## src/fst_pkg.sv

```systemverilog
// Shared types and codes for the first-free slot table.
`default_nettype none

package fst_pkg;

  // Operation codes carried in the low bits of an input word.
  localparam logic [1:0] OP_INSERT = 2'd0;
  localparam logic [1:0] OP_REMOVE = 2'd1;
  localparam logic [1:0] OP_CLEAR  = 2'd2;

  // Width of the reported slot index; larger tables report it modulo 16.
  localparam int IDX_BITS = 4;

  typedef enum logic [2:0] {
    ST_INSERTED  = 3'd0,
    ST_FULL      = 3'd1,
    ST_REMOVED   = 3'd2,
    ST_NOT_FOUND = 3'd3,
    ST_CLEARED   = 3'd4,
    ST_IGNORED   = 3'd5
  } status_t;

  typedef enum logic {
    FSM_IDLE,
    FSM_SEARCH
  } fsm_t;

  // Search token handed from cell to cell.
  typedef struct packed {
    logic                live;
    logic                ins;
    logic                found;
    logic [IDX_BITS-1:0] idx;
  } tok_t;

endpackage

`default_nettype wire

```

## src/fst_cell.sv

```systemverilog
// One slot of the table together with its stage of the search token chain.
`default_nettype none

module fst_cell
  import fst_pkg::*;
#(
  parameter int HANDLE_BITS = 32,
  parameter int IDX         = 0
) (
  input  wire logic                   clk,
  input  wire logic                   rst,
  input  wire logic                   clr,
  input  wire logic [HANDLE_BITS-1:0] handle,
  input  wire tok_t                   tok_in,
  output tok_t                        tok_out
);

  logic [HANDLE_BITS-1:0] slot;
  logic [HANDLE_BITS-1:0] slot_next;
  tok_t                   tok_next;

  always_comb begin
    slot_next = slot;
    tok_next  = tok_in;
    if (clr) begin
      slot_next = '0;
    end else if (tok_in.live && !tok_in.found) begin
      if (tok_in.ins && (slot == '0)) begin
        slot_next      = handle;
        tok_next.found = 1'b1;
        tok_next.idx   = IDX_BITS'(IDX);
      end else if (!tok_in.ins && (slot == handle)) begin
        slot_next      = '0;
        tok_next.found = 1'b1;
        tok_next.idx   = IDX_BITS'(IDX);
      end
    end
  end

  always_ff @(posedge clk) begin
    if (rst) begin
      slot    <= '0;
      tok_out <= '0;
    end else begin
      slot    <= slot_next;
      tok_out <= tok_next;
    end
  end

endmodule

`default_nettype wire

```

## src/first_free_slot_table.sv

```systemverilog
// Top level of the first-free slot table: stream ports, control and the cell chain.
`default_nettype none

// The table holds SLOT_COUNT handle slots, one per cell, with zero marking an
// empty slot; all slots are empty after reset. Each input word carries an
// operation and a handle and yields exactly one result word. Clear, an insert
// of a zero handle, a remove of a zero handle and the unused operation code
// are answered at once: the result word is registered at the edge that
// accepts the input word and is offered in the next cycle. An insert or
// remove of a nonzero handle launches a token that walks down the chain of
// cells one cell per clock; the first cell that can take it (an empty slot for
// insert, a matching slot for remove) claims it, so lowest-slot-first order
// falls out of the walk. Such a word passes from acceptance through the
// launch register and the register of each cell of the chain to the result
// register. One word is in work at a time; the next input word is taken
// once the previous result has been registered and the output register is
// free or being emptied, so immediate words can follow each other every
// cycle.

module first_free_slot_table
  import fst_pkg::*;
#(
  parameter int SLOT_COUNT  = 16,
  parameter int HANDLE_BITS = 32
) (
  input  wire logic        clk,
  input  wire logic        rst,
  input  wire logic        s_tvalid,
  output logic             s_tready,
  input  wire logic [39:0] s_tdata,   // operation [1:0], handle [33:2], zero fill
  output logic             m_tvalid,
  input  wire logic        m_tready,
  output logic [7:0]       m_tdata    // status [2:0], slot_index [6:3], zero fill
);

  fsm_t                   state;
  fsm_t                   state_next;
  logic [1:0]             op_in;
  logic [HANDLE_BITS-1:0] h_in;
  logic                   accept;
  logic                   clr;
  logic                   go;
  logic                   imm;
  status_t                imm_status;
  tok_t                   launch;
  tok_t                   chain [SLOT_COUNT+1];
  tok_t                   tail;
  logic [HANDLE_BITS-1:0] hold_handle;
  logic                   out_valid;
  status_t                out_status;
  logic [IDX_BITS-1:0]    out_idx;

  assign op_in = s_tdata[1:0];

  // Only the low HANDLE_BITS bits of the handle field take part.
  if (HANDLE_BITS >= 32) begin : g_wide
    assign h_in = HANDLE_BITS'(s_tdata[33:2]);
  end else begin : g_narrow
    assign h_in = s_tdata[2 +: HANDLE_BITS];
  end

  assign s_tready = (state == FSM_IDLE) && (!out_valid || m_tready);
  assign accept   = s_tvalid && s_tready;
  assign tail     = chain[SLOT_COUNT];

  // Decide whether the word is answered at once or needs a walk down the chain.
  always_comb begin
    go         = 1'b0;
    imm        = 1'b0;
    clr        = 1'b0;
    imm_status = ST_IGNORED;
    state_next = state;
    unique case (state)
      FSM_IDLE: begin
        if (accept) begin
          unique case (op_in)
            OP_INSERT: begin
              if (h_in == '0) begin
                imm        = 1'b1;
                imm_status = ST_IGNORED;
              end else begin
                go = 1'b1;
              end
            end
            OP_REMOVE: begin
              if (h_in == '0) begin
                imm        = 1'b1;
                imm_status = ST_NOT_FOUND;
              end else begin
                go = 1'b1;
              end
            end
            OP_CLEAR: begin
              imm        = 1'b1;
              clr        = 1'b1;
              imm_status = ST_CLEARED;
            end
            default: begin
              imm        = 1'b1;
              imm_status = ST_IGNORED;
            end
          endcase
          if (go) begin
            state_next = FSM_SEARCH;
          end
        end
      end
      FSM_SEARCH: begin
        if (tail.live) begin
          state_next = FSM_IDLE;
        end
      end
      default: state_next = FSM_IDLE;
    endcase
  end

  always_ff @(posedge clk) begin
    if (rst) begin
      state  <= FSM_IDLE;
      launch <= '0;
    end else begin
      state  <= state_next;
      launch <= '{live: go, ins: (op_in == OP_INSERT), found: 1'b0, idx: '0};
    end
  end

  // The handle stays put while the token walks; every cell compares against it.
  always_ff @(posedge clk) begin
    if (go) begin
      hold_handle <= h_in;
    end
  end

  assign chain[0] = launch;

  for (genvar i = 0; i < SLOT_COUNT; i++) begin : g_cell
    fst_cell #(
      .HANDLE_BITS (HANDLE_BITS),
      .IDX         (i)
    ) u_cell (
      .clk     (clk),
      .rst     (rst),
      .clr     (clr),
      .handle  (hold_handle),
      .tok_in  (chain[i]),
      .tok_out (chain[i+1])
    );
  end

  // Output register. A token leaving the chain always finds it free, since the
  // word was only taken while the register was free or being emptied.
  always_ff @(posedge clk) begin
    if (rst) begin
      out_valid <= 1'b0;
    end else begin
      if (imm) begin
        out_valid  <= 1'b1;
        out_status <= imm_status;
        out_idx    <= '0;
      end else if (tail.live) begin
        out_valid <= 1'b1;
        if (tail.found) begin
          out_status <= tail.ins ? ST_INSERTED : ST_REMOVED;
          out_idx    <= tail.idx;
        end else begin
          out_status <= tail.ins ? ST_FULL : ST_NOT_FOUND;
          out_idx    <= '0;
        end
      end else if (m_tready) begin
        out_valid <= 1'b0;
      end
    end
  end

  assign m_tvalid = out_valid;
  assign m_tdata  = {1'b0, out_idx, out_status};

endmodule

`default_nettype wire
```

## config.mk

```make
export PLATFORM = sky130hd
export DESIGN_NAME = first_free_slot_table
export DESIGN_NICKNAME = d
export VERILOG_FILES = /design/src/fst_pkg.sv /design/src/fst_cell.sv /design/src/first_free_slot_table.sv
export SDC_FILE = /design/constraint.sdc
export NUM_CORES = 2
export LEC_CHECK = 0
export ABC_AREA = 1
export BUFFER_PORTS_ARGS = -buffer_cell sky130_fd_sc_hd__buf_4
export CORE_MARGIN = 2
export CORE_UTILIZATION = 51
export DETAILED_ROUTE_END_ITERATION = 16
export PLACE_DENSITY_LB_ADDON = 0.1
export SYNTH_ARGS = -nofsm -noshare
export SYNTH_HDL_FRONTEND = slang
export SYNTH_SLANG_ARGS = --single-unit
```

## constraint.sdc

```tcl
create_clock -name clk -period 8.1 [get_ports clk]
set_clock_uncertainty 0.2 [all_clocks]
set_input_delay 1.62 -clock clk [delete_from_list [all_inputs] [get_ports clk]]
set_output_delay 1.62 -clock clk [all_outputs]
set_load 0.03 [all_outputs]
```

==> reports/qor.yml <==
outcome: "completed"
area_growth_pct: 7.91
drcViolationCount: 0
globalplace.congestion: 0.913
clockRootBuffer: "clkbuf_16"
tightest_slew_ns: 1.28
cts_buffers: 74
antenna_found_initial: 5
grtUsageMet3_pct: 5.42
synth_cell_types: 44
crit_required_ns: 8.46
clockBufferDepth: 3
placed_area_um2: 34400
drtAntennaViolNets: 0
report.final.slew_viol_count: 0
syn_avg_cell_area_um2: 6.79
syn_inst: 5033
design_area_um2: 36900
overflow: 0
cp_data_arrival_time_ns: 4.36
gr-usage-met1_pct: 50.1
hold_class: "reg2reg"
worstSkewPairLatency_ns: 0.64
io_buffers: 46
critPathKind: "reg2reg"
avgRoutedWirePerCell_um: 21.8
cts_htree_levels: 3
maxCapViolations: 0
power_leakage_uw: 0.0133
syn_nets: 5081
final_util_pct: 55.8
diodes: 0
slew_headroom_pct: 14.9
cts_tree: "built"
drt_first_pass_iters: 6
grt_pass1_vias: 30135
end_kind: "flop"
die_area_um2: 69100
synth-main-ff-cell: "dfxtp_1"
via_per_inst: 5.82
die_width_um: 263
tns_ns: 0
hold_viol_final: 0
dr_total_vias: 33714
totalPowerFinal_uw: 7210
ios: 54
fillCellCount: 6568
synth-edff-count: 39
routed_wirelength_um: 126000
start_util_pct: 51.7
grt_max_degree: 219
clkSinkCount: 652
clk_pin_slew_worst_paths_ns: 0.06
drt-initial-drc-count: 4717
post_cts_buffers: 0
grt_pass1_wl_um: 188000
synth_seq_cells: 652
syn-cell-area_um2: 34200
grtUsageMet2_pct: 53.5
post_cts_resized: 0
grt_use_total_pct: 35.2
seq_area_frac_synth_pct: 39.3
die_y_um: 263
power_density_nw_per_um2: 195
synthArstFlopShare_pct: 0
post-route-period-util_pct: 49.4
dp_hpwl_um: 73000
critPathLaunchType: "flop"
rsz0062_at_grt: "false"
rows: 94
critPathMaxFanout: 33
setup_viol: 0
core_um2: 66100
drive_gt1_share_pct: 7.00
ys_warn_count: 0
final_nets: 4918
fin_crit_ns: 4.00
timing.fmax_mhz: 250
peakVddDrop_mv: 0.142
grt-busiest-layer: "met2"
postCtsHoldBufs: 0
==> per-stage QoR <==
step | hold WS [ns] | worst slack (ns) | cells
6_report | 0.220 | 4.10 | 5793
5_1_grt | 0.234 | 3.89 | 5793
4_1_cts | 0.220 | 4.16 | 5793
3_5_place_dp | 0.210 | 3.50 | 5658
3_3_place_gp | 0.206 | 3.49 | 5658
2_1_floorplan | 0.203 | 3.90 | 5033
==> state kept, by name (all words and copies together) (netlist names) <==
| register | count |
|---|---|
| out_idx | 4 |
| chain | 2 |
| state | 1 |
| g_cell.u_cell.tok_out | 97 |
| out_status | 3 |
| m_tvalid | 1 |
| hold_handle | 32 |
| g_cell.u_cell.slot | 512 |
==> synth_stat cells (7+ instances only) <==
library cell | n | area, um^2
nand3_1 | 625 | 3130
buf_6 | 21 | 236
nor4_1 | 40 | 250
and3_1 | 7 | 43.8
a21oi_1 | 564 | 2820
nand2_2 | 10 | 62.6
o22ai_1 | 28 | 175
o21ai_0 | 18 | 90.1
buf_2 | 159 | 796
buf_4 | 42 | 315
nand2_1 | 1254 | 4710
or2_0 | 43 | 269
nor2_1 | 382 | 1430
nor3_1 | 40 | 200
inv_1 | 479 | 1800
nand3_2 | 16 | 160
edfxtp_1 | 39 | 1170
inv_2 | 24 | 90.1
buf_1 | 24 | 90.1
dfxtp_1 | 613 | 12300
or2_2 | 31 | 194
clkbuf_1 | 119 | 447
xnor2_1 | 197 | 1730
or2_1 | 8 | 50.1
nand4_1 | 199 | 1240
==> area by class of cell <==
type	count	area [um^2]	share of cell area, %
Inverter	506	1900	5.15
Multi-Input combinational cell	3509	17000	46.1
Tap cell	864	1080	2.93
Clock buffer	111	2220	6.03
Timing Repair Buffer	127	978	2.65
Sequential cell	652	13400	36.4
Clock inverter	24	258	0.699
==> power by group <==
part           switching [uW]  total, uW  internal, uW
registers                7.32       3260          3250
logic                     393        502           108
clock network            1460       3450          1980
total                    1860       7210          5340
==> layer usage <==
metal,vias to the layer above,share of wire [%],routed length [um]
li1,15954,-,-
met1,15851,42,53600
met2,1626,43,54100
met3,283,10,12900
met4,0,4.5,5670
met5,-,0,0
==> cell usage in the layout, fill, tap and decap left out, types with 4 or more instances in the layout <==
cell	count
nand2_1	1253
nand3_1	625
dfxtp_1	613
a21oi_1	564
inv_1	479
nor2_1	378
nand4_1	199
xnor2_1	197
buf_4	125
clkbuf_16	76
or2_0	43
nor4_1	40
nor3_1	39
edfxtp_1	39
or2_2	31
o22ai_1	28
inv_2	24
clkbuf_8	19
o21ai_0	18
nand3_2	16
clkbuf_1	16
clkinv_2	13
nand2_2	10
or2_1	8
and3_1	7
o221ai_1	6
xor2_1	6
a21oi_2	5
o21ai_1	5
nor3b_1	4
nor2_2	4
ha_1	4
==> worst paths after layout <==
kind / end / startpoint / slack (ns) / depth (start not counted)
worst max-delay path: g_cell[8].u_cell.tok_out[4] / hold_handle[25] / 4.10 / 12
worst min-delay path: g_cell[5].u_cell.tok_out[6] / g_cell[4].u_cell.tok_out[6] / 0.22 / 2
worst max register to register: g_cell[8].u_cell.tok_out[4] / hold_handle[25] / 4.10 / 12
worst min register to register: g_cell[5].u_cell.tok_out[6] / g_cell[4].u_cell.tok_out[6] / 0.22 / 2
==> worst max-delay path: stages (launching register included) <==
cell      delay, ns
edfxtp_1       0.33
buf_4          0.52
inv_1          0.51
buf_4          0.38
nand2_1        0.09
o21ai_0        0.07
nor2_1         0.18
nand2_1        0.07
nor3_1         0.20
nand3_2        0.60
nand2_1        0.49
inv_1          0.10
o21ai_1        0.11
==> cell families after synthesis <==
family | synth area share [%]
AO/OA/AOI/OAI | 9.50
XOR/XNOR | 5.20
adder cells (fa/ha/maj) | 0.146
buffers and inverters | 11.1
flip-flops | 39.3
other | 0.0110
AND/OR/NAND/NOR | 34.7
No activity file was read; power rests on OpenSTA's default activity.
